## config.mk

```make
export PLATFORM = sky130hd
export DESIGN_NAME = bitmap_page_allocator
export DESIGN_NICKNAME = d
export VERILOG_FILES = /design/src/rtl/bpa_pkg.sv /design/src/rtl/bpa_occ_mem.sv /design/src/rtl/bpa_byte_scan.sv /design/src/rtl/bitmap_page_allocator.sv
export SDC_FILE = /design/constraint.sdc
export NUM_CORES = 2
export LEC_CHECK = 0
export BUFFER_PORTS_ARGS = -buffer_cell sky130_fd_sc_hd__buf_2
export CAP_MARGIN = 20
export CORE_MARGIN = 1
export CORE_UTILIZATION = 32
export CTS_BUF_LIST = sky130_fd_sc_hd__clkbuf_8
export DETAILED_ROUTE_END_ITERATION = 8
export MAX_ROUTING_LAYER = met4
export PLACE_DENSITY_LB_ADDON = 0.25
export SLEW_MARGIN = 20
export SYNTH_ARGS = -nofsm -noshare
export SYNTH_HDL_FRONTEND = slang
export SYNTH_SLANG_ARGS = --single-unit
```

## constraint.sdc

```tcl
create_clock -name clock -period 26.7 [get_ports clock]
set_input_delay 1.335 -clock clock [delete_from_list [all_inputs] [get_ports clock]]
set_output_delay 1.335 -clock clock [all_outputs]
set_load 0.02 [all_outputs]
```

## src/rtl/bpa_pkg.sv

```systemverilog
// Shared types and constants for the bitmap page allocator.
`default_nettype none
package bpa_pkg;
   localparam int NUM_POOLS      = 4;
   localparam int PAGES_PER_POOL = 256;
   localparam int PAGE_BYTES     = 4096;
   localparam int ADDR_W         = 32;
   localparam int SIZE_W         = 32;
   localparam int PAGE_SHIFT     = $clog2(PAGE_BYTES);
   localparam int BASE_W         = ADDR_W - PAGE_SHIFT;
   localparam int NPAGES_W       = SIZE_W - PAGE_SHIFT + 1;
   localparam int POOL_W         = (NUM_POOLS > 1) ? $clog2(NUM_POOLS) : 1;
   localparam int PAGE_W         = $clog2(PAGES_PER_POOL);
   localparam int RUN_W          = PAGE_W + 1;
   localparam int WORD_BITS      = 8;
   localparam int BIT_W          = $clog2(WORD_BITS);
   localparam int WORDS_PER_POOL = PAGES_PER_POOL / WORD_BITS;
   localparam int WIDX_W         = $clog2(WORDS_PER_POOL);
   localparam int MEM_DEPTH      = NUM_POOLS * WORDS_PER_POOL;
   localparam int MEM_AW         = $clog2(MEM_DEPTH);
   localparam int CSR_AW         = 3;
   localparam int CSR_DW         = 32;
   localparam int BASE_RESET     = 512;

   typedef enum logic [1:0] {
      STATUS_DONE     = 2'd0,
      STATUS_BAD_SIZE = 2'd1,
      STATUS_NO_ROOM  = 2'd2,
      STATUS_BAD_ADDR = 2'd3
   } status_type;

   typedef enum logic {
      MODE_ALLOC = 1'b0,
      MODE_FREE  = 1'b1
   } mode_type;

   typedef enum logic [2:0] {
      FSM_IDLE,
      FSM_DECODE,
      FSM_SCAN,
      FSM_MODIFY,
      FSM_FINISH
   } fsm_type;

   typedef struct packed {
      logic              mode;
      logic [SIZE_W-1:0] size_bytes;
      logic [ADDR_W-1:0] free_address;
   } req_type;

   typedef struct packed {
      logic [ADDR_W-1:0] granted_address;
      status_type        status;
   } rsp_type;

   typedef struct packed {
      logic [RUN_W-1:0] run;
      logic [RUN_W-1:0] best;
      logic             hit;
      logic [BIT_W-1:0] hit_pos;
   } scan_type;
endpackage
`default_nettype wire

```

## src/rtl/bpa_occ_mem.sv

```systemverilog
// Occupancy bitmap memory, one byte of page bits per entry, valid bit per entry.
`default_nettype none
module bpa_occ_mem
   import bpa_pkg::*;
(
   input  wire logic                 clock,
   input  wire logic                 reset,
   input  wire logic                 we,
   input  wire logic [MEM_AW-1:0]    waddr,
   input  wire logic [WORD_BITS-1:0] wdata,
   input  wire logic                 re,
   input  wire logic [MEM_AW-1:0]    raddr,
   output logic      [WORD_BITS-1:0] rdata
);
   logic [WORD_BITS-1:0] mem [MEM_DEPTH];
   logic [MEM_DEPTH-1:0] valid_ff;
   logic [WORD_BITS-1:0] rdata_ff;

   always_ff @(posedge clock) begin
      if (reset) begin
         valid_ff <= '0;
      end else if (we) begin
         valid_ff[waddr] <= 1'b1;
      end
   end

   always_ff @(posedge clock) begin
      if (we) begin
         mem[waddr] <= wdata;
      end
      if (re) begin
         rdata_ff <= valid_ff[raddr] ? mem[raddr] : '0;
      end
   end

   assign rdata = rdata_ff;
endmodule
`default_nettype wire

```

## src/rtl/bpa_byte_scan.sv

```systemverilog
// Free-run tracker over one byte of page bits.
`default_nettype none
module bpa_byte_scan
   import bpa_pkg::*;
(
   input  wire logic [WORD_BITS-1:0] bits,
   input  wire logic [RUN_W-1:0]     run_in,
   input  wire logic [RUN_W-1:0]     best_in,
   input  wire logic [RUN_W-1:0]     pages,
   output scan_type                  result
);
   always_comb begin
      logic [RUN_W-1:0] run;
      logic [RUN_W-1:0] best;
      logic             hit;
      logic [BIT_W-1:0] pos;
      run  = run_in;
      best = best_in;
      hit  = 1'b0;
      pos  = '0;
      for (int b = 0; b < WORD_BITS; b++) begin
         run = bits[b] ? '0 : run + RUN_W'(1);
         if (run > best) best = run;
         if (!hit && run == pages) begin
            hit = 1'b1;
            pos = BIT_W'(b);
         end
      end
      result.run     = run;
      result.best    = best;
      result.hit     = hit;
      result.hit_pos = pos;
   end
endmodule
`default_nettype wire

```

## src/rtl/bitmap_page_allocator.sv

```systemverilog
// Top level of the first-fit bitmap page allocator.
// Requests arrive on req_ (valid/stall); one result per request leaves on rsp_.
// A request is taken when req_valid is high and req_stall low; req_stall is
// high while a request is in work. mode 0 allocates size_bytes rounded up to
// 4K pages, mode 1 frees the pages at free_address.
// A rejected request answers without a pass over the bitmap. A free takes one
// pass over the pool's bitmap (32 byte reads). An allocate takes a first-fit
// pass and a mark-and-rescan pass. The bitmap memory's single read port, one
// byte per cycle, bounds these passes.
// The result sits in an output register; while it is stalled the next request
// is taken and worked, and only its delivery waits.
// Reset frees every page, sets each pool's longest run to 256 and the base
// page register to 512. region_base_page sits at APB byte address 0.
`default_nettype none
module bitmap_page_allocator
   import bpa_pkg::*;
(
   input  wire logic              clock,
   input  wire logic              reset,
   input  wire logic              req_valid,
   output logic                   req_stall,
   input  wire req_type           req_data,
   output logic                   rsp_valid,
   input  wire logic              rsp_stall,
   output rsp_type                rsp_data,
   input  wire logic              psel,
   input  wire logic              penable,
   input  wire logic              pwrite,
   input  wire logic [CSR_AW-1:0] paddr,
   input  wire logic [CSR_DW-1:0] pwdata,
   output logic      [CSR_DW-1:0] prdata,
   output logic                   pready
);
   fsm_type               state_ff, state_in;
   logic [BASE_W-1:0]     base_ff;
   logic                  mode_ff;
   logic [NPAGES_W-1:0]   pages_ff;
   logic [BASE_W-1:0]     fpage_ff;
   logic                  badaddr_ff;
   logic [POOL_W-1:0]     pool_ff, pool_in;
   logic [WIDX_W:0]       cnt_ff, cnt_in;
   logic                  pend_ff;
   logic [WIDX_W-1:0]     ridx_ff;
   logic [RUN_W-1:0]      run_ff, run_in;
   logic [RUN_W-1:0]      best_ff, best_in;
   logic                  found_ff, found_in;
   logic [PAGE_W-1:0]     end_ff, end_in;
   logic [PAGE_W-1:0]     lo_ff, lo_in;
   logic [PAGE_W-1:0]     hi_ff, hi_in;
   logic [RUN_W-1:0]      lfr_ff [NUM_POOLS];
   logic                  rsp_valid_ff;
   rsp_type               rsp_ff;
   rsp_type               res_ff, res_in;
   logic                  rsp_load;
   logic                  lfr_we;

   logic                  accept;
   logic                  rd_en;
   logic [WORD_BITS-1:0]  rdata;
   logic [WORD_BITS-1:0]  wbyte;
   logic                  we;
   scan_type              scan;
   logic [RUN_W-1:0]      pages_small;
   logic [RUN_W-1:0]      scan_pages;
   logic [BASE_W:0]       diff;
   logic [NPAGES_W:0]     hi_sum;
   logic [BASE_W:0]       gpage;
   logic                  pool_ok;
   logic [POOL_W-1:0]     pool_sel;
   logic                  last;

   assign pready = 1'b1;
   assign prdata = paddr[CSR_AW-1] ? '0 : CSR_DW'(base_ff);

   always_ff @(posedge clock) begin
      if (reset) begin
         base_ff <= BASE_W'(BASE_RESET);
      end else if (psel && penable && pwrite && !paddr[CSR_AW-1]) begin
         base_ff <= pwdata[BASE_W-1:0];
      end
   end

   assign accept    = req_valid && !req_stall;
   assign req_stall = (state_ff != FSM_IDLE);
   assign rd_en     = (state_ff == FSM_SCAN || state_ff == FSM_MODIFY) && !cnt_ff[WIDX_W];
   assign last      = pend_ff && (ridx_ff == WIDX_W'(WORDS_PER_POOL - 1));

   bpa_occ_mem u_mem (
      .clock (clock),
      .reset (reset),
      .we    (we),
      .waddr ({pool_ff, ridx_ff}),
      .wdata (wbyte),
      .re    (rd_en),
      .raddr ({pool_ff, cnt_ff[WIDX_W-1:0]}),
      .rdata (rdata)
   );

   always_comb begin
      for (int b = 0; b < WORD_BITS; b++) begin
         logic [PAGE_W-1:0] pg;
         pg = {ridx_ff, BIT_W'(b)};
         wbyte[b] = (pg >= lo_ff && pg <= hi_ff) ? !mode_ff : rdata[b];
      end
   end

   assign pages_small = pages_ff[RUN_W-1:0];
   assign scan_pages  = (state_ff == FSM_SCAN) ? pages_small : '0;

   bpa_byte_scan u_scan (
      .bits    ((state_ff == FSM_SCAN) ? rdata : wbyte),
      .run_in  (run_ff),
      .best_in (best_ff),
      .pages   (scan_pages),
      .result  (scan)
   );

   always_comb begin
      pool_ok  = 1'b0;
      pool_sel = '0;
      for (int p = NUM_POOLS - 1; p >= 0; p--) begin
         if (NPAGES_W'(lfr_ff[p]) >= pages_ff) begin
            pool_ok  = 1'b1;
            pool_sel = POOL_W'(p);
         end
      end
   end

   assign diff    = {1'b0, fpage_ff} - {1'b0, base_ff};
   assign hi_sum  = (NPAGES_W + 1)'(diff[PAGE_W-1:0]) + {1'b0, pages_ff}
                    - (NPAGES_W + 1)'(1);
   assign gpage   = {1'b0, base_ff} + (BASE_W + 1)'({pool_ff, lo_ff});

   always_comb begin
      state_in = state_ff;
      pool_in  = pool_ff;
      cnt_in   = cnt_ff;
      run_in   = run_ff;
      best_in  = best_ff;
      found_in = found_ff;
      end_in   = end_ff;
      lo_in    = lo_ff;
      hi_in    = hi_ff;
      res_in   = res_ff;
      rsp_load = 1'b0;
      we       = 1'b0;
      lfr_we   = 1'b0;
      if (rd_en) cnt_in = cnt_ff + (WIDX_W + 1)'(1);
      case (state_ff)
         FSM_IDLE: begin
            if (accept) state_in = FSM_DECODE;
         end
         FSM_DECODE: begin
            res_in.granted_address = '0;
            cnt_in  = '0;
            run_in  = '0;
            best_in = '0;
            found_in = 1'b0;
            state_in = FSM_FINISH;
            if (pages_ff == '0) begin
               res_in.status = STATUS_BAD_SIZE;
            end else if (mode_ff == MODE_ALLOC) begin
               if (pages_ff > NPAGES_W'(PAGES_PER_POOL)) begin
                  res_in.status = STATUS_BAD_SIZE;
               end else if (!pool_ok) begin
                  res_in.status = STATUS_NO_ROOM;
               end else begin
                  pool_in  = pool_sel;
                  state_in = FSM_SCAN;
               end
            end else if (badaddr_ff || diff[BASE_W]
                         || diff >= (BASE_W + 1)'(NUM_POOLS * PAGES_PER_POOL)) begin
               res_in.status = STATUS_BAD_ADDR;
            end else begin
               pool_in  = diff[POOL_W+PAGE_W-1:PAGE_W];
               lo_in    = diff[PAGE_W-1:0];
               hi_in    = (hi_sum > (NPAGES_W + 1)'(PAGES_PER_POOL - 1))
                          ? PAGE_W'(PAGES_PER_POOL - 1) : hi_sum[PAGE_W-1:0];
               state_in = FSM_MODIFY;
            end
         end
         FSM_SCAN: begin
            if (pend_ff) begin
               run_in = scan.run;
               if (!found_ff && scan.hit) begin
                  found_in = 1'b1;
                  end_in   = {ridx_ff, scan.hit_pos};
               end
            end
            if (last) begin
               cnt_in  = '0;
               run_in  = '0;
               best_in = '0;
               if (found_in) begin
                  hi_in    = end_in;
                  lo_in    = end_in + PAGE_W'(1) - pages_small[PAGE_W-1:0];
                  state_in = FSM_MODIFY;
               end else begin
                  res_in.granted_address = '0;
                  res_in.status = STATUS_NO_ROOM;
                  state_in = FSM_FINISH;
               end
            end
         end
         FSM_MODIFY: begin
            if (pend_ff) begin
               we      = 1'b1;
               run_in  = scan.run;
               best_in = scan.best;
            end
            if (last) begin
               lfr_we        = 1'b1;
               res_in.status = STATUS_DONE;
               res_in.granted_address = (mode_ff == MODE_ALLOC)
                  ? {gpage[BASE_W-1:0], PAGE_SHIFT'(0)} : '0;
               state_in = FSM_FINISH;
            end
         end
         FSM_FINISH: begin
            if (!rsp_valid_ff || !rsp_stall) begin
               rsp_load = 1'b1;
               state_in = FSM_IDLE;
            end
         end
         default: state_in = FSM_IDLE;
      endcase
   end

   always_ff @(posedge clock) begin
      if (reset) begin
         state_ff     <= FSM_IDLE;
         pend_ff      <= 1'b0;
         rsp_valid_ff <= 1'b0;
         for (int p = 0; p < NUM_POOLS; p++) lfr_ff[p] <= RUN_W'(PAGES_PER_POOL);
      end else begin
         state_ff <= state_in;
         pend_ff  <= rd_en;
         if (rsp_load) rsp_valid_ff <= 1'b1;
         else if (!rsp_stall) rsp_valid_ff <= 1'b0;
         if (lfr_we) lfr_ff[pool_ff] <= scan.best;
      end
   end

   always_ff @(posedge clock) begin
      if (accept) begin
         mode_ff    <= req_data.mode;
         pages_ff   <= NPAGES_W'(req_data.size_bytes[SIZE_W-1:PAGE_SHIFT])
                       + NPAGES_W'(|req_data.size_bytes[PAGE_SHIFT-1:0]);
         fpage_ff   <= req_data.free_address[ADDR_W-1:PAGE_SHIFT];
         badaddr_ff <= (req_data.free_address == '0)
                       || (|req_data.free_address[PAGE_SHIFT-1:0]);
      end
      ridx_ff  <= cnt_ff[WIDX_W-1:0];
      pool_ff  <= pool_in;
      cnt_ff   <= cnt_in;
      run_ff   <= run_in;
      best_ff  <= best_in;
      found_ff <= found_in;
      end_ff   <= end_in;
      lo_ff    <= lo_in;
      hi_ff    <= hi_in;
      res_ff   <= res_in;
      if (rsp_load) rsp_ff <= res_ff;
   end

   assign rsp_valid = rsp_valid_ff;
   assign rsp_data  = rsp_ff;
endmodule
`default_nettype wire

```

==> flow_summary.json <==
{
  "synth_flop_cell": "edfxtp_1",
  "ys_warn_count": 0,
  "grt_usage_pct": 17.8,
  "vias": 39000,
  "cts_tree": "built",
  "wirelength_um": 175000,
  "cellPowerDensity_nw_per_um2": 59.2,
  "cp-end-kind": "flip-flop",
  "cts_buffer_depth": 3,
  "synth-edff-count": 1200,
  "finalWeightedCongestion": 0.869,
  "syn_to_final_growth_pct": 12.6,
  "grt_pass1_vias": 38500,
  "postLayoutCellArea_sq_um": 71700,
  "ys_types": 98,
  "critPathMaxStageDelay_ns": 0.67,
  "grt-ovfl-total": 0,
  "crit_required_ns": 27.37,
  "min_period_ns": 21.69,
  "instances_no_fill": 7587,
  "post_cts_buffers": 0,
  "place_hpwl_um": 117000,
  "synth_area_leaders": "edfxtp_1 (57%), mux4_2 (9.6%), dfxtp_1 (5.2%)",
  "final.fill_count": 19000,
  "drive_gt1_share_pct": 18.1,
  "drc": 0,
  "cts_root_buf": "clkbuf_8",
  "setup-violations-final": 0,
  "detail-route-antenna-nets": 0,
  "dieArea_sq_um": 201000,
  "cp_slowest_cell": "o21ai_0",
  "syn-cell-area_sq_um": 63600,
  "max_freq_ghz": 0.0461,
  "clock_latency_ns": 0.96,
  "vias_per_cell": 5.14,
  "relSlewSlack_pct": 23.5,
  "cap_violations": 0,
  "min_path_type": "reg2reg",
  "dpl.cell_count": 7169,
  "grt_pass1_wl_um": 258000,
  "grt_max_degree": 108,
  "leakage_nw": 23.6,
  "synth_top_area_cell": "edfxtp_1",
  "post-route-period-util_pct": 81.2,
  "numCtsBuffers": 217,
  "yosys_register_bits": 1364,
  "clock_sinks": 1364,
  "slew_violations": 0,
  "chipWidth_um": 448,
  "ctsResizeCount": 0,
  "start_util_pct": 32.2,
  "syn_area_per_cell_sq_um": 14.0,
  "critPathArrivalTime_ns": 22.36,
  "dp_slack_ns": 5.21,
  "worst_slack_ns": 5.01,
  "tightest_slew_ns": 1.14,
  "rows": 163,
  "final_nets": 5074,
  "finClkSkew_ns": 0.0542,
  "routedWlPerCell_um": 23.1,
  "final_common_cell": "edfxtp_1",
  "postSynthCellCount": 4533,
  "drtIter0Drc": 3028,
  "hold_viol": 0,
  "crit_path_start_kind": "flip-flop",
  "ys_seq_area_share_pct": 61.8,
  "layout_common_cells": "edfxtp_1 (1,200), nor2_1 (527), inv_1 (288), mux4_2 (270), clkbuf_8 (244)",
  "crit_type": "reg2reg",
  "yosys.area.top_type_share_pct": 56.6,
  "rsz0062_at_grt": "no",
  "clkTransAtPathRegs_ns": 0.06,
  "peakVddDrop_v": 0.0000514,
  "port_buffers": 136,
  "place_area_sq_um": 67400,
  "status": "finished clean",
  "coreArea_sq_um": 197000,
  "async_reset_ff_share_pct": 0,
  "dr.pass1.iters": 6,
  "antenna_found_initial": 3,
  "die_h_um": 448,
  "critPathMaxFanout": 37,
  "ctsHtreeMaxLevel": 4,
  "holdBufCountCts": 0,
  "pin_count": 176,
  "finalSetupTns_ns": 0
}
[sequential cells by signal, summed over array words and instances (netlist names), 2 cells and up]
register / cells
cnt_ff: 6
lo_ff: 8
end_ff: 8
state_ff: 3
lfr_ff: 36
ridx_ff: 5
base_ff: 20
rsp_data: 22
u_mem.rdata: 8
u_mem.valid_ff: 128
pages_ff: 21
run_ff: 9
fpage_ff: 20
hi_ff: 8
res_ff: 22
u_mem.mem: 1024
pool_ff: 2
best_ff: 9
[final timing paths]
path	start	cells past startpoint	end	slack [ns]
max	state_ff[1]$_SDFFE_PP0P_	122	lfr_ff[0][8]$_SDFFCE_PN1P_	5.01
min	res_ff[27]$_DFFE_PP_	0	rsp_data[27]$_DFFE_PP_	0.41
max reg2reg	state_ff[1]$_SDFFE_PP0P_	122	lfr_ff[0][8]$_SDFFCE_PN1P_	5.01
min reg2reg	res_ff[27]$_DFFE_PP_	0	rsp_data[27]$_DFFE_PP_	0.41
[kinds of logic (layout without fill, tap and decap cells)]
family,after synthesis,after routing,synth area share [%]
DFF,1364,1364,61.8
and+or+nand+nor,1163,1163,8.40
AOI/OAI and AO/OA,686,686,6.94
muxes,514,514,13.6
buffers and inverters,426,813,2.69
adders and majority gates,219,219,4.35
xor gates and xnor gates,159,159,2.23
other,2,29,0.0118
[power by group]
group	internal (mW)	switching, mW	leakage, nW
sequential	2.31	0.0103	12.0
combinational	0.0741	0.125	9.12
clock	0.872	0.854	2.50
total	3.25	0.989	23.6
[per-layer routing]
metal | up-vias | wire, um | global-route usage (%)
met5 | - | 0 | -
met4 | 0 | 3650 | 4.80
met3 | 243 | 9980 | 2.90
met2 | 1228 | 81500 | 27.5
met1 | 19800 | 80400 | 24.4
li1 | 17700 | - | -
[critical path, delay by kind of cell (launching register included)]
family | cells | cell delay (ns)
AOI/OAI and AO/OA | 53 | 9.65
and+or+nand+nor | 49 | 5.13
muxes | 7 | 2.43
adders and majority gates | 8 | 2.38
buffers and inverters | 5 | 1.30
DFF | 1 | 0.43
[metrics by stage]
stage	total power [mW]	hold slack, ns	utilization, %
after detailed placement	2.56	0.405	34.2
after floorplan	2.49	0.329	-
final	4.24	0.414	36.3
after global routing	4.39	0.421	36.3
after CTS	4.28	0.414	36.3
after global placement	2.56	0.401	34.1
[synthesized netlist by cell type (all sizes together), types with 6 or more instances]
| library cell | count |
|---|---|
| edfxtp | 1200 |
| nor2 | 533 |
| mux4 | 270 |
| nand2 | 235 |
| ha | 215 |
| a21oi | 205 |
| inv | 200 |
| dfxtp | 164 |
| o21ai | 162 |
| mux2i | 160 |
| clkbuf | 150 |
| xnor2 | 119 |
| mux2 | 84 |
| buf | 75 |
| nand3 | 68 |
| nand4 | 49 |
| o21a | 44 |
| nand2b | 43 |
| nor3 | 43 |
| nor2b | 42 |
| o221ai | 41 |
| nor4 | 39 |
| xor2 | 39 |
| o22ai | 38 |
| a21o | 28 |
| and2 | 22 |
| and3 | 19 |
| o21bai | 19 |
| a31oi | 18 |
| or3 | 17 |
| a211oi | 16 |
| o31a | 13 |
| a21boi | 12 |
| o211ai | 11 |
| o22a | 10 |
| or4 | 10 |
| o31ai | 9 |
| or2 | 9 |
| a22oi | 8 |
| and4 | 8 |
| nand3b | 8 |
| a2111oi | 6 |
[cell type report]
cell class | count | area (sq um) | share of cell area (%)
Sequential cell | 1364 | 39300 | 54.9
Inverter | 201 | 754 | 1.05
Antenna cell | 4 | 10.0 | 0.0140
Clock buffer | 244 | 3360 | 4.69
Multi-Input combinational cell | 2766 | 22800 | 31.8
Clock inverter | 170 | 873 | 1.22
Tap cell | 2640 | 3300 | 4.61
Timing Repair Buffer | 198 | 1230 | 1.72
Note: power is estimated with default switching activity, not from simulation.
